==> config.mk <==
export PLATFORM = sky130hd
export DESIGN_NAME = time_code_frame_decoder_unit
export DESIGN_NICKNAME = d
export VERILOG_FILES = /design/src/rtl/tcfd_pkg.sv /design/src/rtl/time_code_frame_decoder_unit.sv /design/src/rtl/tcfd_cfg_regs.sv /design/src/rtl/tcfd_frame_core.sv
export SDC_FILE = /design/constraint.sdc
export NUM_CORES = 1
export LEC_CHECK = 0
export ABC_AREA = 0
export BUFFER_PORTS_ARGS = -buffer_cell sky130_fd_sc_hd__buf_2
export CAP_MARGIN = 20
export CORE_UTILIZATION = 50
export DETAILED_ROUTE_END_ITERATION = 8
export GPL_ROUTABILITY_DRIVEN = 0
export PLACE_DENSITY = 0.74
export SLEW_MARGIN = 10
export SYNTH_ARGS = -nofsm -noshare
export SYNTH_HDL_FRONTEND = slang
export SYNTH_SLANG_ARGS = --single-unit
==> constraint.sdc <==
create_clock -name aclk -period 12.8 [get_ports aclk]
set_input_delay 2.56 -clock aclk [delete_from_list [all_inputs] [get_ports aclk]]
set_output_delay 2.56 -clock aclk [all_outputs]
set_load 0.01 [all_outputs]
==> src/rtl/tcfd_pkg.sv <==
package tcfd_pkg;

    localparam int unsigned CFG_W       = 16;
    localparam int unsigned STAMP_W     = 32;
    localparam int unsigned STORE_SLOTS = 61;
    localparam int unsigned FRAME_W     = 60;
    localparam int unsigned POS_W       = 7;

    localparam logic [POS_W-1:0] POS_UNSYNCED   = 7'h7F;
    localparam logic [POS_W-1:0] POS_START      = 7'd0;
    localparam logic [POS_W-1:0] POS_LAST_SLOT  = 7'd60;
    localparam logic [POS_W-1:0] FRAME_LEN      = 7'd59;
    localparam logic [POS_W-1:0] FRAME_LEN_LEAP = 7'd60;

    localparam int unsigned BIT_START  = 0;
    localparam int unsigned BIT_LEAP   = 19;
    localparam int unsigned BIT_TIME   = 20;
    localparam int unsigned BIT_END    = 59;

    localparam logic [CFG_W-1:0] PULSE_MIN_RST      = 16'd500;
    localparam logic [CFG_W-1:0] PULSE_MAX_RST      = 16'd2500;
    localparam logic [CFG_W-1:0] ONE_THRESHOLD_RST  = 16'd1500;
    localparam logic [CFG_W-1:0] SECOND_MIN_RST     = 16'd9500;
    localparam logic [CFG_W-1:0] SECOND_MAX_RST     = 16'd10500;
    localparam logic [CFG_W-1:0] MINUTE_GAP_MIN_RST = 16'd19500;
    localparam logic [CFG_W-1:0] MINUTE_GAP_MAX_RST = 16'd20500;

    typedef enum logic [2:0] {
        CFG_PULSE_MIN      = 3'd0,
        CFG_PULSE_MAX      = 3'd1,
        CFG_ONE_THRESHOLD  = 3'd2,
        CFG_SECOND_MIN     = 3'd3,
        CFG_SECOND_MAX     = 3'd4,
        CFG_MINUTE_GAP_MIN = 3'd5,
        CFG_MINUTE_GAP_MAX = 3'd6
    } cfg_index_t;

    typedef struct packed {
        logic [CFG_W-1:0] pulse_min;
        logic [CFG_W-1:0] pulse_max;
        logic [CFG_W-1:0] one_threshold;
        logic [CFG_W-1:0] second_min;
        logic [CFG_W-1:0] second_max;
        logic [CFG_W-1:0] minute_gap_min;
        logic [CFG_W-1:0] minute_gap_max;
    } cfg_t;

    typedef struct packed {
        logic                      valid;
        logic [FRAME_W-1:0]        frame_bits;
        logic                      frame_valid;
        logic signed [STAMP_W-1:0] frame_stamp;
    } result_t;

endpackage

==> src/rtl/time_code_frame_decoder_unit.sv <==
// minute time code frame decoder
// input channel s_*: one beat per received pulse (timestamp, pulse width, interval)
// result channel m_*: one beat per minute gap with the 60 frame bits, a check flag
//   and the timestamp of the pulse that closed the frame
// config channel cfg_*: index 0..6 selects a 16-bit window register, always ready;
//   write only while no beat is in flight; other indexes are ignored
// a result beat passes the input register and then the result register on its way to m_*
// throughput: one input beat per cycle while s_ready is high; the frame state update is a single
//   compare-and-shift step between the input register and the result register
// pulses outside the windows produce no beat; they clear the frame and desync
// reset: windows take their default values, the decoder starts unsynced and the
//   pipeline empties
// when m_ready is low the result register holds and the input register keeps
//   accepting until it too holds a beat; s_ready then drops
module time_code_frame_decoder_unit (
    input  logic                aclk,
    input  logic                aresetn,
    input  logic                cfg_valid,
    output logic                cfg_ready,
    input  logic [2:0]          cfg_index,
    input  logic [15:0]         cfg_data,
    input  logic                s_valid,
    output logic                s_ready,
    input  logic signed [31:0]  s_stamp,
    input  logic [15:0]         s_pulse_width,
    input  logic [15:0]         s_interval,
    output logic                m_valid,
    input  logic                m_ready,
    output logic [59:0]         m_frame_bits,
    output logic                m_frame_valid,
    output logic signed [31:0]  m_frame_stamp
);
    import tcfd_pkg::*;

    cfg_t    cfg;
    result_t result;

    logic                      in_valid_reg;
    logic                      in_valid_next;
    logic signed [STAMP_W-1:0] in_stamp_reg;
    logic [CFG_W-1:0]          in_width_reg;
    logic [CFG_W-1:0]          in_interval_reg;

    logic                      out_valid_reg;
    logic                      out_valid_next;
    logic [FRAME_W-1:0]        out_bits_reg;
    logic                      out_ok_reg;
    logic signed [STAMP_W-1:0] out_stamp_reg;

    logic                      advance;
    logic                      step;
    logic                      s_fire;

    assign cfg_ready = 1'b1;

    tcfd_cfg_regs u_cfg (
        .aclk     (aclk),
        .aresetn  (aresetn),
        .wr_en    (cfg_valid),
        .wr_index (cfg_index),
        .wr_data  (cfg_data),
        .cfg      (cfg)
    );

    assign advance = !out_valid_reg || m_ready;
    assign step    = in_valid_reg && advance;
    assign s_ready = !in_valid_reg || advance;
    assign s_fire  = s_valid && s_ready;

    tcfd_frame_core u_core (
        .aclk        (aclk),
        .aresetn     (aresetn),
        .cfg         (cfg),
        .step        (step),
        .stamp       (in_stamp_reg),
        .pulse_width (in_width_reg),
        .interval    (in_interval_reg),
        .result      (result)
    );

    always_comb begin
        in_valid_next = in_valid_reg;
        if (s_fire) begin
            in_valid_next = 1'b1;
        end else if (step) begin
            in_valid_next = 1'b0;
        end
    end

    always_comb begin
        out_valid_next = out_valid_reg;
        if (result.valid) begin
            out_valid_next = 1'b1;
        end else if (m_ready) begin
            out_valid_next = 1'b0;
        end
    end

    always_ff @(posedge aclk) begin
        if (!aresetn) begin
            in_valid_reg  <= 1'b0;
            out_valid_reg <= 1'b0;
        end else begin
            in_valid_reg  <= in_valid_next;
            out_valid_reg <= out_valid_next;
        end
    end

    always_ff @(posedge aclk) begin
        if (s_fire) begin
            in_stamp_reg    <= s_stamp;
            in_width_reg    <= s_pulse_width;
            in_interval_reg <= s_interval;
        end
        if (result.valid) begin
            out_bits_reg  <= result.frame_bits;
            out_ok_reg    <= result.frame_valid;
            out_stamp_reg <= result.frame_stamp;
        end
    end

    assign m_valid       = out_valid_reg;
    assign m_frame_bits  = out_bits_reg;
    assign m_frame_valid = out_ok_reg;
    assign m_frame_stamp = out_stamp_reg;

`ifndef SYNTHESIS
    a_good_frame_markers: assert property (@(posedge aclk) disable iff (!aresetn)
        m_valid && m_frame_valid |-> m_frame_bits[20] && !m_frame_bits[0] && !m_frame_bits[59])
        else $error("checked frame with bad marker bits");

    a_bad_frame_zero: assert property (@(posedge aclk) disable iff (!aresetn)
        m_valid && !m_frame_valid |-> m_frame_bits == '0)
        else $error("failed frame carries nonzero bits");

    a_stall_only_when_full: assert property (@(posedge aclk) disable iff (!aresetn)
        !s_ready |-> in_valid_reg && out_valid_reg && !m_ready)
        else $error("input stalled with room in the pipeline");

    a_result_needs_item: assert property (@(posedge aclk) disable iff (!aresetn)
        !m_valid ##1 m_valid |-> $past(in_valid_reg))
        else $error("result beat without a pending pulse");
`endif

endmodule

==> src/rtl/tcfd_cfg_regs.sv <==
module tcfd_cfg_regs (
    input  logic                   aclk,
    input  logic                   aresetn,
    input  logic                   wr_en,
    input  logic [2:0]             wr_index,
    input  logic [15:0]            wr_data,
    output tcfd_pkg::cfg_t         cfg
);
    import tcfd_pkg::*;

    cfg_t cfg_reg;
    cfg_t cfg_next;

    always_comb begin
        cfg_next = cfg_reg;
        if (wr_en) begin
            case (wr_index)
                CFG_PULSE_MIN:      cfg_next.pulse_min      = wr_data;
                CFG_PULSE_MAX:      cfg_next.pulse_max      = wr_data;
                CFG_ONE_THRESHOLD:  cfg_next.one_threshold  = wr_data;
                CFG_SECOND_MIN:     cfg_next.second_min     = wr_data;
                CFG_SECOND_MAX:     cfg_next.second_max     = wr_data;
                CFG_MINUTE_GAP_MIN: cfg_next.minute_gap_min = wr_data;
                CFG_MINUTE_GAP_MAX: cfg_next.minute_gap_max = wr_data;
                default:            cfg_next = cfg_reg;
            endcase
        end
    end

    always_ff @(posedge aclk) begin
        if (!aresetn) begin
            cfg_reg.pulse_min      <= PULSE_MIN_RST;
            cfg_reg.pulse_max      <= PULSE_MAX_RST;
            cfg_reg.one_threshold  <= ONE_THRESHOLD_RST;
            cfg_reg.second_min     <= SECOND_MIN_RST;
            cfg_reg.second_max     <= SECOND_MAX_RST;
            cfg_reg.minute_gap_min <= MINUTE_GAP_MIN_RST;
            cfg_reg.minute_gap_max <= MINUTE_GAP_MAX_RST;
        end else begin
            cfg_reg <= cfg_next;
        end
    end

    assign cfg = cfg_reg;

endmodule

==> src/rtl/tcfd_frame_core.sv <==
module tcfd_frame_core (
    input  logic                                 aclk,
    input  logic                                 aresetn,
    input  tcfd_pkg::cfg_t                       cfg,
    input  logic                                 step,
    input  logic signed [tcfd_pkg::STAMP_W-1:0]  stamp,
    input  logic [tcfd_pkg::CFG_W-1:0]           pulse_width,
    input  logic [tcfd_pkg::CFG_W-1:0]           interval,
    output tcfd_pkg::result_t                    result
);
    import tcfd_pkg::*;

    logic [STORE_SLOTS-1:0] store_reg;
    logic [STORE_SLOTS-1:0] store_next;
    logic [POS_W-1:0]       pos_reg;
    logic [POS_W-1:0]       pos_next;

    logic                   pulse_ok;
    logic                   sec_ok;
    logic                   gap_ok;
    logic                   in_range;
    logic                   is_one;
    logic [STORE_SLOTS-1:0] store_a;
    logic [POS_W-1:0]       pos_a;
    logic                   len_ok;
    logic                   frame_ok;

    assign pulse_ok = (cfg.pulse_min <= pulse_width) && (pulse_width <= cfg.pulse_max);
    assign sec_ok   = (cfg.second_min <= interval) && (interval <= cfg.second_max);
    assign gap_ok   = (cfg.minute_gap_min <= interval) && (interval <= cfg.minute_gap_max);
    assign in_range = pos_reg <= POS_LAST_SLOT;
    assign is_one   = pulse_width > cfg.one_threshold;

    always_comb begin
        if (in_range) begin
            store_a = store_reg | ({{(STORE_SLOTS-1){1'b0}}, is_one} << pos_reg);
            pos_a   = pos_reg + 7'd1;
        end else begin
            store_a = '0;
            pos_a   = POS_UNSYNCED;
        end
    end

    assign len_ok = (pos_a == FRAME_LEN) || (store_a[BIT_LEAP] && (pos_a == FRAME_LEN_LEAP));

    assign frame_ok = len_ok && !store_a[BIT_START] && store_a[BIT_TIME] && !store_a[BIT_END]
                      && !(^store_a[28:21]) && !(^store_a[35:29]) && !(^store_a[58:36]);

    always_comb begin
        store_next = store_reg;
        pos_next   = pos_reg;
        if (step) begin
            if (!(pulse_ok && (sec_ok || gap_ok))) begin
                store_next = '0;
                pos_next   = POS_UNSYNCED;
            end else if (gap_ok) begin
                store_next = '0;
                pos_next   = POS_START;
            end else begin
                store_next = store_a;
                pos_next   = pos_a;
            end
        end
    end

    always_comb begin
        result.valid       = step && pulse_ok && gap_ok;
        result.frame_valid = frame_ok;
        result.frame_bits  = frame_ok ? store_a[FRAME_W-1:0] : '0;
        result.frame_stamp = stamp;
    end

    always_ff @(posedge aclk) begin
        if (!aresetn) begin
            store_reg <= '0;
            pos_reg   <= POS_UNSYNCED;
        end else begin
            store_reg <= store_next;
            pos_reg   <= pos_next;
        end
    end

endmodule
== After elaboration in Yosys (flattened, before gate mapping) ==
Cells that the tools add are included.

* Output and inout port bits: 96
* Bits in writable memories: 0
* Memory bits (read-only): 0
* Logic and storage cells: 85
* Bits in latches: 0
* Flip-flop bits (word level): 339
* Memories: 0

* Multipliers: 0
* Eq/ne operators: 8
* Div/mod/pow operators: 0
* Add/sub/neg operators: 1
* $lt $le $gt $ge: 8
* Reductions and logical operators: 39
* Shift operators: 1
* Muxes and demuxes: 10
* Bitwise operators: 1

{| class="wikitable"
|+ Operators by type and width
! kind !! number
|-
| $mux 61 || 3
|-
| $le 16x16->1 || 6
|-
| $or 61x61->61 || 1
|-
| $shl 1x7->61 || 1
|-
| $reduce_xor 23->1 || 1
|-
| $mux 7 || 3
|-
| $gt 16x16->1 || 1
|-
| $logic_and 1x1->1 || 15
|-
| $eq 7x6->1 const B || 2
|-
| $reduce_and 2->1 || 7
|-
| $eq 3x3->1 const B || 3
|-
| $reduce_xor 8->1 || 1
|-
| $add 7x1->7 const B || 1
|-
| $le 7x6->1 const B || 1
|-
| $logic_not 1->1 || 7
|-
| $reduce_xor 7->1 || 1
|-
| $eq 3x2->1 const B || 2
|-
| $logic_or 1x1->1 || 4
|-
| $mux 1 || 4
|-
| $reduce_bool 2->1 || 2
|-
| $eq 3x1->1 const B || 1
|-
| $logic_not 3->1 || 1
|}

== Depth between registers and ports, before layout ==
Gate-level depths: netlist of the first run.

* Depth after elaboration: 12
* Gate-level depth with buffers: 17
* Gate-level depth less buffers: 14

== By module ==
A second synthesis of the first run with hierarchy kept.

* Cell total of the unflattened synthesis: 1604
* Area total of the unflattened synthesis: 16787.4 um^2

{| class="wikitable"
|+ Modules (own cells, without submodules)
! module !! cells each !! instances !! area an instance (um^2)
|-
| tcfd_frame_core || 1030 || 1 || 7673.6
|-
| time_code_frame_decoder_unit || 168 || 1 || 4829.6
|-
| tcfd_cfg_regs || 406 || 1 || 4284.1
|}

== Worst setup path before layout of the first run ==
No wires, ideal clock.

* Kind: input to register
* From: input port m_ready
* To: register out_bits_reg[0] (netlist: m_frame_bits[0]) (enable)
* Library setup time: 0.547 ns
* Stages on the path: 4
* Arrival time: 6.926 ns
* Path slack: 5.327 ns
* Path through: nor2b_1 nand2b_1 clkbuf_1 nor2_1

* Cells in the longest elaborated chain, start to end: 4

{| class="wikitable"
|+ Ends and longest elaborated chain
! what !! RTL line !! RTL
|-
| start: declaration || time_code_frame_decoder_unit.sv:28 || <nowiki>input logic m_ready,</nowiki>
|-
| $logic_or 1x1->1 || time_code_frame_decoder_unit.sv:65 || <nowiki>assign advance = !out_valid_reg || m_ready;</nowiki>
|-
| $logic_and 1x1->1 || time_code_frame_decoder_unit.sv:66 || <nowiki>assign step = in_valid_reg && advance;</nowiki>
|-
| $logic_and 1x1->1 (2 in a row) || tcfd_frame_core.sv:67 || <nowiki>result.valid = step && pulse_ok && gap_ok;</nowiki>
|-
| end signal: assignment || time_code_frame_decoder_unit.sv:116 || <nowiki>out_bits_reg <= result.frame_bits;</nowiki>
|-
| end: declaration || time_code_frame_decoder_unit.sv:46 || <nowiki>logic [FRAME_W-1:0] out_bits_reg;</nowiki>
|}

Every way passes these cells.
A chain may end at the register's enable or synchronous reset.

== Final worst setup path of the first run ==
* From: input port m_ready
* To: output port s_ready

* Cells in the longest elaborated chain, start to end: 2

{| class="wikitable"
|+ Ends and longest elaborated chain
! what !! RTL line !! RTL
|-
| $logic_or 1x1->1 || time_code_frame_decoder_unit.sv:65 ||
|-
| $logic_or 1x1->1 || time_code_frame_decoder_unit.sv:67 || <nowiki>assign s_ready = !in_valid_reg || advance;</nowiki>
|-
| end: declaration || time_code_frame_decoder_unit.sv:23 || <nowiki>output logic s_ready,</nowiki>
|}

Every way passes these cells.

==> results.json, run 1 <==
{
  "synth_area_leader_cell": "edfxtp_1",
  "period_minus_slack_ns": 5.71,
  "fill_cells": 2659,
  "first_pass_iters": 5,
  "grt_pass1_vias": 12300,
  "synth-xor-area-share_pct": 0.979,
  "syn2layout_area_growth_pct": 14.9,
  "post-dp-hpwl_um": 26800,
  "postPlaceCellArea_mm2": 0.0173,
  "grt_usage_pct": 23.9,
  "postSynthAreaPerCell_um2": 10.1,
  "grt-ovfl-total": 0,
  "postSynth.asyncResetShare_pct": 0,
  "yosys_warnings": 0,
  "wl_met2_um": 19300,
  "grt_max_degree": 114,
  "leakage_nw": 7.17,
  "path_clk_slew_ns": 0.06,
  "synthDominantCellAreaShare_pct": 29.3,
  "power_density_mw_per_mm2": 130,
  "drt-met1-wl_um": 16000,
  "netlist_area_mm2": 0.0161,
  "wire_per_inst_um": 18.0,
  "synth_top_family_by_area": "compound AO/OA/AOI/OAI gates",
  "wl_met3_um": 2450,
  "htreeDepth": 2,
  "synthAdderAreaFrac_pct": 8.86,
  "p_comb_share_pct": 7.7,
  "setup_tns_ns": 0,
  "syn_inst": 1590,
  "tightest_slew_ns": 1.13,
  "clock_latency_ns": 0.53,
  "synth_compound_area_share_pct": 17.5,
  "vias": 12400,
  "status": "complete, no violations",
  "drive_above_1_share_pct": 16.0,
  "clkSinkCount": 338,
  "crit_path_start_kind": "input port",
  "die_w_um": 181,
  "ys_seq_area_share_pct": 51.8,
  "fin_area_mm2": 0.0185,
  "cts_tree": "built",
  "skew_ns": 0.0244,
  "top_layer": "met4",
  "seqPwrFrac_pct": 49.0,
  "end_kind": "output pin",
  "io_pins": 184,
  "ir_drop_mv": 0.0933,
  "ys.flop_type": "dfxtp_1",
  "drt_iter0_markers": 959,
  "slew_viol_final": 0,
  "ys_seq_elements": 338,
  "crit_type": "input port to output pin",
  "synth-simple-area-share_pct": 15.9,
  "ant_nets": 0,
  "intPower_mw": 1.84,
  "hold_violations": 0,
  "largest_register_ffs": 112,
  "max_freq_ghz": 0.175,
  "route.detailed.drc": 0,
  "synth_edf_count": 157,
  "finalCritPeriodShare_pct": 44.6,
  "coreArea_mm2": 0.0316,
  "synth_cell_type_count": 82,
  "synthMuxAreaShare_pct": 0.132,
  "grt_antenna_before_repair": 0,
  "hold_buffers": 0,
  "cts.repair.resized": 0,
  "grt_setup_unrepaired": "no",
  "p_sw_mw": 0.564,
  "cts_max_path_buffers": 3,
  "drt-total-wl_um": 39100,
  "final_nets": 1945,
  "crit_arrival_ns": 3.15,
  "worst-path-max-fanout": 5,
  "max_slew_margin_pct": 24.4,
  "synth.area.top_cells": "edfxtp_1, dfxtp_1, ha_1",
  "initial_core_util_pct": 50.9,
  "finalSetupViolCount": 0,
  "root_buffer": "clkbuf_16",
  "cts_buffers": 37,
  "die_height_um": 181,
  "maxCapViolCount": 0,
  "grt_pass1_wl_um": 63200,
  "swShare_pct": 23.4,
  "row_count": 65,
  "hold_path.class": "flip-flop to flip-flop",
  "clock_power_share_pct": 43.4,
  "die_area_mm2": 0.0329,
  "postCtsSetupBuffers": 0,
  "portBuffers": 182,
  "vias_per_cell": 5.72,
  "worstPathRequired_ns": 10.24
}
==> metal layers <==
metal / global-route usage [%] / up-vias
met2: 41.9 / 436
li1: - / 6030
met5: 0 / -
met3: 3.57 / 114
met1: 29.3 / 5857
met4: 9.73 / 0
==> through the flow <==
stage               worst slack [ns]  std cells  total power, mW  hold WS [ns]  utilization (%)
floorplan                       5.33       1591             1.32         0.400                -
global placement                7.10       2105             1.38         0.400             54.7
detailed placement              7.10       2106             1.38         0.405             54.7
CTS                             7.09       2173             2.43         0.418             58.4
global route                    7.01       2173             2.50         0.426             58.4
finish                          7.09       2174             2.41         0.418             58.4
==> logic make-up (layout without fill, tap and decap cells) <==
family / count (synthesis) / count (layout)
AO/OA/AOI/OAI: 379 / 379
XOR/XNOR: 14 / 14
adder cells (fa/ha/maj): 114 / 114
buffers and inverters: 190 / 370
flip-flops: 338 / 338
multiplexers: 2 / 2
other: 2 / 4
AND/OR/NAND/NOR: 551 / 551
==> placed cells by master (no fill, tap or decap), types with 5 or more instances in the layout <==
cell	n
a211oi_1	10
a21boi_0	77
a21o_1	25
a21oi_1	72
a221oi_1	5
and2_1	6
and3_1	9
buf_2	181
buf_4	14
clkbuf_1	10
clkbuf_16	39
clkinv_2	7
dfxtp_1	181
edfxtp_1	157
ha_1	114
inv_1	108
nand2_1	278
nand2b_1	14
nand3_1	43
nand4_1	26
nor2_1	49
nor2b_1	20
nor3_1	57
nor3b_1	13
nor4_1	10
o211ai_1	26
o21a_1	22
o21ai_0	28
o2bb2ai_1	53
xnor2_1	9
==> synthesized netlist by cell type, drive strengths merged (3+ instances only) <==
master / instances
a21boi: 79
nand3: 43
ha: 114
nor4b: 4
o21ai: 30
a41o: 4
o211ai: 26
o21a: 22
nor2: 51
inv: 108
nor3: 58
nand2: 278
o2bb2ai: 53
nand2b: 14
or2: 5
edfxtp: 157
nand4: 26
nor2b: 20
a31o: 4
and4: 4
dfxtp: 181
a211oi: 11
nor3b: 13
a221oi: 8
clkbuf: 65
a211o: 4
a22oi: 3
a41oi: 4
a31oi: 3
o31a: 4
and3: 9
or4: 3
buf: 17
a21o: 25
a21oi: 75
xnor2: 10
and2: 7
a2111oi: 3
nor4: 11
==> power groups by stage <==
stage	Combinational (mW)	Clock [mW]	Sequential, mW
finish	0.184	1.04	1.18
global route	0.205	1.11	1.18
CTS	0.183	1.07	1.18
detailed placement	0.181	0	1.20
global placement	0.175	0	1.20
floorplan	0.119	0	1.20
==> worst paths after layout <==
check / startpoint / to / slack [ns] / cells after the start
worst min-delay path: in_stamp_reg[5]$_DFFE_PP_ / m_frame_stamp[5]$_DFFE_PP_ / 0.42 / 0
worst max-delay path: m_ready / s_ready / 7.09 / 4
worst min register to register: in_stamp_reg[5]$_DFFE_PP_ / m_frame_stamp[5]$_DFFE_PP_ / 0.42 / 0
worst max register to register: u_core.pos_reg[0]$_SDFFE_PN1P_ / m_frame_bits[4]$_SDFFCE_PN0P_ / 7.47 / 12
==> layout make-up <==
type,instances,area (um^2),area share (%)
repair buffers,195,1010,5.47
clock inverters,15,130,0.704
flip-flops and latches,338,8340,45.1
well taps,402,503,2.72
multi-input cells,1063,7040,38.1
diodes,1,2.50,0.0135
inverters,108,405,2.19
clock buffers,52,1050,5.71
==> worst max-delay path, cell delays in order <==
cell and delay, ns:
buf_2 0.10, nor2b_1 0.24, nand2_1 0.11, buf_2 0.15
No activity file was read; power rests on OpenSTA's default activity.
==> run 2, diff against run 1 <==
--- a/config.mk
+++ b/config.mk
@@ -5,7 +5,7 @@
 export SDC_FILE = /design/constraint.sdc
 export NUM_CORES = 1
 export LEC_CHECK = 0
-export ABC_AREA = 0
+export ABC_AREA = 1
 export BUFFER_PORTS_ARGS = -buffer_cell sky130_fd_sc_hd__buf_2
 export CAP_MARGIN = 20
 export CORE_UTILIZATION = 50
==> constraint.sdc (replaced) <==
create_clock -name aclk -period 5.5 [get_ports aclk]
set_input_delay 1.1 -clock aclk [delete_from_list [all_inputs] [get_ports aclk]]
set_output_delay 1.1 -clock aclk [all_outputs]
set_load 0.01 [all_outputs]
==> run 2 against run 1 <==
  * Sequential share of layout area down 0.66 points
  * Core utilization up 0.71 points
  * Area after synthesis up 0.80%
  * Worst hold slack worse by 0.014 ns
  * Via count up 4.5%
  * Register-to-register slack worse by 6.4 ns
  * Largest power group unchanged
==> results.json, run 2 <==
{
  "status": "complete, no violations",
  "leakage_nw": 7.90,
  "clock_latency_ns": 0.52,
  "clkSinkCount": 338,
  "wire_per_inst_um": 15.4,
  "crit_top_cell": "nand2_1",
  "synth.area.top_cells": "edfxtp_1, dfxtp_1, nand2_1",
  "yosys-top-cells-count": "nand2_1, inv_1, dfxtp_1, nor2_1, a21oi_1",
  "ys_seq_elements": 338,
  "crit_path_start_kind": "flip-flop",
  "root_buffer": "clkbuf_16",
  "die_area_mm2": 0.0332,
  "syn_inst": 1858,
  "crit_chain": "inv_2, nor2_4, a31oi_4, inv_2, nor2_1, inv_2, nand2_1, nand2_1, nand2_1, nand2_1, inv_1, nand2_1, nand2_1, inv_1, nand2_1, nand2_1, nand2_1, nand2_1, nand2_2, buf_4, nor2_1",
  "power_density_mw_per_mm2": 306,
  "cp_slowest_cell": "nand2_2",
  "grt_antenna_before_repair": 2,
  "postCtsSetupBuffers": 0,
  "ir_drop_mv": 0.238,
  "htreeDepth": 2,
  "grt-ovfl-total": 0,
  "cts_tree": "built",
  "drive_above_1_share_pct": 15.7,
  "synth_area_leader_cell": "edfxtp_1",
  "postPlaceCellArea_mm2": 0.0175,
  "tightest_slew_ns": 1.06,
  "cts.repair.resized": 0,
  "stdcell_count": 2457,
  "first_pass_iters": 6,
  "grt_usage_pct": 22.7,
  "postSynthAreaPerCell_um2": 8.73,
  "crit_arrival_ns": 4.64,
  "netlist_area_mm2": 0.0162,
  "skew_ns": 0.0175,
  "fin_area_mm2": 0.0188,
  "setup_tns_ns": 0,
  "coreArea_mm2": 0.0317,
  "post-dp-hpwl_um": 26700,
  "row_count": 65,
  "ant_nets": 0,
  "drt-total-wl_um": 37800,
  "finalSetupViolCount": 0,
  "end_kind": "flip-flop",
  "route.detailed.drc": 0,
  "drt_iter0_markers": 900,
  "worstPathRequired_ns": 5.75,
  "max_freq_ghz": 0.228,
  "cts_max_path_buffers": 3,
  "ys.flop_type": "dfxtp_1",
  "grt_pass1_wl_um": 60800,
  "die_height_um": 182,
  "syn2layout_area_growth_pct": 15.6,
  "io_pins": 184,
  "vias": 13000,
  "grt_setup_unrepaired": "no",
  "worst-path-max-fanout": 45,
  "dp.cells": 2388,
  "path_clk_slew_ns": 0.06,
  "synthDominantCellAreaShare_pct": 29.1,
  "period_minus_slack_ns": 4.39,
  "hold_buffers": 0,
  "synth_most_common_cell": "nand2_1",
  "finalCritPeriodShare_pct": 79.8,
  "slew_viol_final": 0,
  "crit_type": "flip-flop to flip-flop",
  "hold_violations": 0,
  "max_slew_margin_pct": 29.3,
  "portBuffers": 182,
  "final_nets": 2227,
  "hold_path.class": "flip-flop to flip-flop",
  "maxCapViolCount": 0,
  "vias_per_cell": 5.29,
  "die_w_um": 182,
  "whs_path_depth": 0,
  "initial_core_util_pct": 51.2,
  "layout_common_cells": "nand2_1, inv_1, buf_2",
  "largest_register_ffs": 112,
  "grt_max_degree": 113,
  "ys_seq_area_share_pct": 51.4,
  "worst_r2r_path_depth": 21,
  "critical_path.max_stage_delay_ns": 0.61,
  "final_common_cell": "nand2_1",
  "postSynth.asyncResetShare_pct": 0,
  "synth_edf_count": 157,
  "synth_cell_type_count": 56,
  "yosys_warnings": 0,
  "grt_pass1_vias": 12200,
  "cts_buffers": 37
}
## run 2: final timing paths
check	to	slack [ns]	from
setup reg to reg	m_frame_bits[50]$_SDFFCE_PN0P_	1.11	u_core.pos_reg[4]$_SDFFE_PN1P_
hold / removal	m_frame_stamp[19]$_DFFE_PP_	0.40	in_stamp_reg[19]$_DFFE_PP_
setup / recovery	m_frame_bits[50]$_SDFFCE_PN0P_	1.11	u_core.pos_reg[4]$_SDFFE_PN1P_
hold reg to reg	m_frame_stamp[19]$_DFFE_PP_	0.40	in_stamp_reg[19]$_DFFE_PP_
## run 2: layout make-up
cell class | count | area (um^2)
clock buffers | 51 | 1060
multi-input cells | 1197 | 6640
well taps | 402 | 503
flip-flops and latches | 338 | 8340
diodes | 1 | 2.50
inverters | 252 | 946
clock inverters | 17 | 219
repair buffers | 199 | 1050
fillers | 2757 | 13000
## run 2: per-stage QoR
| step | power, mW | hold WS, ns | setup WS (ns) | util (%) |
|---|---|---|---|---|
| detailed placement | 3.22 | 0.405 | 1.14 | 55.1 |
| floorplan | 3.07 | 0.400 | 0.989 | - |
| finish | 5.74 | 0.403 | 1.11 | 59.1 |
| CTS | 5.80 | 0.409 | 1.11 | 59.1 |
| global route | 5.97 | 0.417 | 0.704 | 59.1 |
| global placement | 3.21 | 0.400 | 1.23 | 55.1 |
## run 2: kinds of logic after synthesis
logic type      after synthesis  synth area share, %
simple gates                744                 20.1
other cells                   2               0.0463
buf+inv                     324                 7.80
fa+ha+maj                   114                 8.79
flops                       338                 51.4
xor+xnor                      5                0.316
compound gates              331                 11.6
## run 2: metal layers
layer	GRT usage [%]	vias to the layer above	part of all wire, %
met3	3.17	92	5.4
met5	0	-	0.037
met1	28.6	5994	42
li1	-	6510	-
met4	8.20	2	3.0
met2	39.6	393	50
## run 2: report_power, final
group	switching (mW)	total (mW)	internal [mW]
Clock	0.981	2.57	1.59
Sequential	0.0394	2.74	2.70
Combinational	0.287	0.434	0.146
## run 2: critical path, delay by kind of cell, from the launching register on
kind,cells,cell delay (ns)
AOI/OAI and AO/OA,1,0.51
buffers and inverters,6,1.42
DFF,1,0.40
and+or+nand+nor,14,1.77
==> run 3, diff against run 2 <==
==> constraint.sdc (replaced) <==
create_clock -name aclk -period 4.3 [get_ports aclk]
set_input_delay 0.86 -clock aclk [delete_from_list [all_inputs] [get_ports aclk]]
set_output_delay 0.86 -clock aclk [all_outputs]
set_load 0.01 [all_outputs]
==> run 3 against run 2 <==
  * Sequential share of layout area up 0.10 points
  * Sequential power increased by 28%
  * Core utilization fell by 0.13 points
  * Die area is the same
  * Cell area shrank 0.23%
  * Largest power group unchanged
  * Clock skew grew 0.0079 ns
  * Total power up 24%
  * Via count is 0.58% higher
  * Clock-buffer cell count up 3
  * Global-route usage grew 0.63 points
  * Worst setup slack worse by 0.62 ns
  * Largest cell class unchanged
  * Clock power is 19% higher
  * Critical path type unchanged
==> results.json, run 3 (synthesis gave the netlist of run 2 again) <==
{
  "rr_startpoint": "in_width_reg[7]$_DFFE_PP_",
  "die_height_um": 182,
  "drive_above_1_share_pct": 15.8,
  "cts_max_path_buffers": 3,
  "first_pass_iters": 5,
  "initial_core_util_pct": 51.2,
  "grt-ovfl-total": 0,
  "hold_path_end": "m_frame_stamp[5]$_DFFE_PP_",
  "rrSetupSlack_ns": 0.49,
  "finalCritPeriodShare_pct": 88.7,
  "tightest_slew_ns": 0.822,
  "hold_violations": 0,
  "grt_max_degree": 95,
  "vias": 13100,
  "syn2layout_area_growth_pct": 15.4,
  "status": "complete, no violations",
  "vias_per_cell": 5.31,
  "ir_drop_mv": 0.332,
  "coreArea_mm2": 0.0317,
  "clock_latency_ns": 0.52,
  "cts_tree": "built",
  "setup_tns_ns": 0,
  "grt_antenna_before_repair": 2,
  "row_count": 65,
  "grt_usage_pct": 23.3,
  "p_comb_share_pct": 7.9,
  "whs_path_depth": 0,
  "die_w_um": 182,
  "crit_path_start_kind": "flip-flop",
  "max_slew_margin_pct": 45.2,
  "finalSetupViolCount": 0,
  "drt_iter0_markers": 895,
  "seqPwrFrac_pct": 49.1,
  "grt_pass1_wl_um": 62600,
  "hold_path.class": "flip-flop to flip-flop",
  "hold_start": "in_stamp_reg[5]$_DFFE_PP_",
  "swShare_pct": 23.6,
  "layout_common_cells": "nand2_1, inv_1, buf_2",
  "htreeDepth": 2,
  "maxCapViolCount": 0,
  "slew_viol_final": 0,
  "p_sw_mw": 1.69,
  "largest_register_ffs": 112,
  "io_pins": 184,
  "hold_buffers": 0,
  "power_density_mw_per_mm2": 381,
  "worst-path-max-fanout": 59,
  "cts.repair.resized": 0,
  "drt-total-wl_um": 38600,
  "cts_buffers": 38,
  "utilization_pct": 59.0,
  "leakage_nw": 7.88,
  "die_area_mm2": 0.0332,
  "grt_pass1_vias": 12700,
  "route.detailed.drc": 0,
  "postCtsSetupBuffers": 0,
  "skew_ns": 0.0254,
  "period_minus_slack_ns": 3.81,
  "post-dp-hpwl_um": 27100,
  "intPower_mw": 5.45,
  "worstPathRequired_ns": 4.53,
  "end_kind": "flip-flop",
  "crit_type": "flip-flop to flip-flop",
  "wire_per_inst_um": 15.7,
  "clkSinkCount": 338,
  "portBuffers": 182,
  "ant_nets": 0,
  "worst_r2r_path_depth": 25,
  "rr_endpoint": "m_frame_bits[46]$_SDFFCE_PN0P_",
  "design_power_total_mw": 7.14,
  "final_common_cell": "nand2_1",
  "max_freq_ghz": 0.262,
  "grt_setup_unrepaired": "no",
  "crit_arrival_ns": 4.04,
  "final_nets": 2232,
  "clock_power_share_pct": 43.0,
  "root_buffer": "clkbuf_16",
  "path_clk_slew_ns": 0.06
}
run 3: worst max-delay path by stage:
stage | slack (ns) | from | depth (start not counted) | endpoint
2_1_floorplan | 0.85 | in_interval_reg[3]$_DFFE_PP_ | 11 | m_frame_bits[0]$_SDFFCE_PN0P_
3_3_place_gp | 0.47 | in_width_reg[6]$_DFFE_PP_ | 25 | m_frame_bits[49]$_SDFFCE_PN0P_
3_5_place_dp | 0.37 | in_width_reg[7]$_DFFE_PP_ | 27 | m_frame_bits[17]$_SDFFCE_PN0P_
4_1_cts | 0.35 | in_width_reg[7]$_DFFE_PP_ | 27 | m_frame_bits[46]$_SDFFCE_PN0P_
5_1_grt | 0.12 | in_width_reg[3]$_DFFE_PP_ | 27 | m_frame_bits[13]$_SDFFCE_PN0P_
6_report | 0.49 | in_width_reg[7]$_DFFE_PP_ | 25 | m_frame_bits[46]$_SDFFCE_PN0P_
run 3: power by group through the flow:
| stage | sequential, mW | combinational [mW] | clock [mW] |
|---|---|---|---|
| 2_1_floorplan | 3.56 | 0.368 | 0 |
| 3_3_place_gp | 3.57 | 0.536 | 0 |
| 3_5_place_dp | 3.57 | 0.556 | 0 |
| 4_1_cts | 3.51 | 0.560 | 3.14 |
| 5_1_grt | 3.51 | 0.633 | 3.26 |
| 6_report | 3.51 | 0.563 | 3.07 |
run 3: metrics by stage:
stage	cell area (um^2)	hold slack (ns)	setup slack, ns	std cells
floorplan	16200	0.400	0.848	1859
global placement	17500	0.400	0.468	2392
detailed placement	17500	0.406	0.369	2392
CTS	18700	0.416	0.349	2459
global route	18700	0.426	0.122	2460
finish	18700	0.413	0.487	2460
run 3: worst max-delay path, cell delays in order, from the launching register on:
cell      delay, ns
edfxtp_1       0.44
ha_1           0.33
nand2_2        0.08
nor2_4         0.15
nand2_1        0.08
nand2_2        0.07
nand2_4        0.06
nand2_8        0.12
nand4_4        0.13
nor2_2         0.27
nand2_1        0.17
nand2_2        0.13
nand2_2        0.07
nand2_1        0.08
nand2_1        0.05
nand2_1        0.05
nand2_1        0.07
inv_1          0.06
nand2_1        0.05
nand2_1        0.11
nand3_1        0.13
nand3_1        0.12
nand2_1        0.06
nand2_2        0.06
buf_6          0.44
nor2_1         0.11
run 3: layer usage:
layer | vias to the layer above | track usage, % | wire length, um
li1 | 6514 | - | -
met1 | 6107 | 28.6 | 16200
met2 | 350 | 41.3 | 19400
met3 | 93 | 3.59 | 1890
met4 | 2 | 8.47 | 1160
met5 | - | 0 | 10
run 3: layout make-up:
cell class | count | area [um^2]
antenna | 1 | 2.50
fill | 2781 | 13000
tap | 402 | 503
multi-input combinational | 1197 | 6640
inverter | 252 | 946
clock inverter | 13 | 76.3
sequential | 338 | 8340
timing repair buffer | 203 | 1100
clock buffer | 54 | 1110
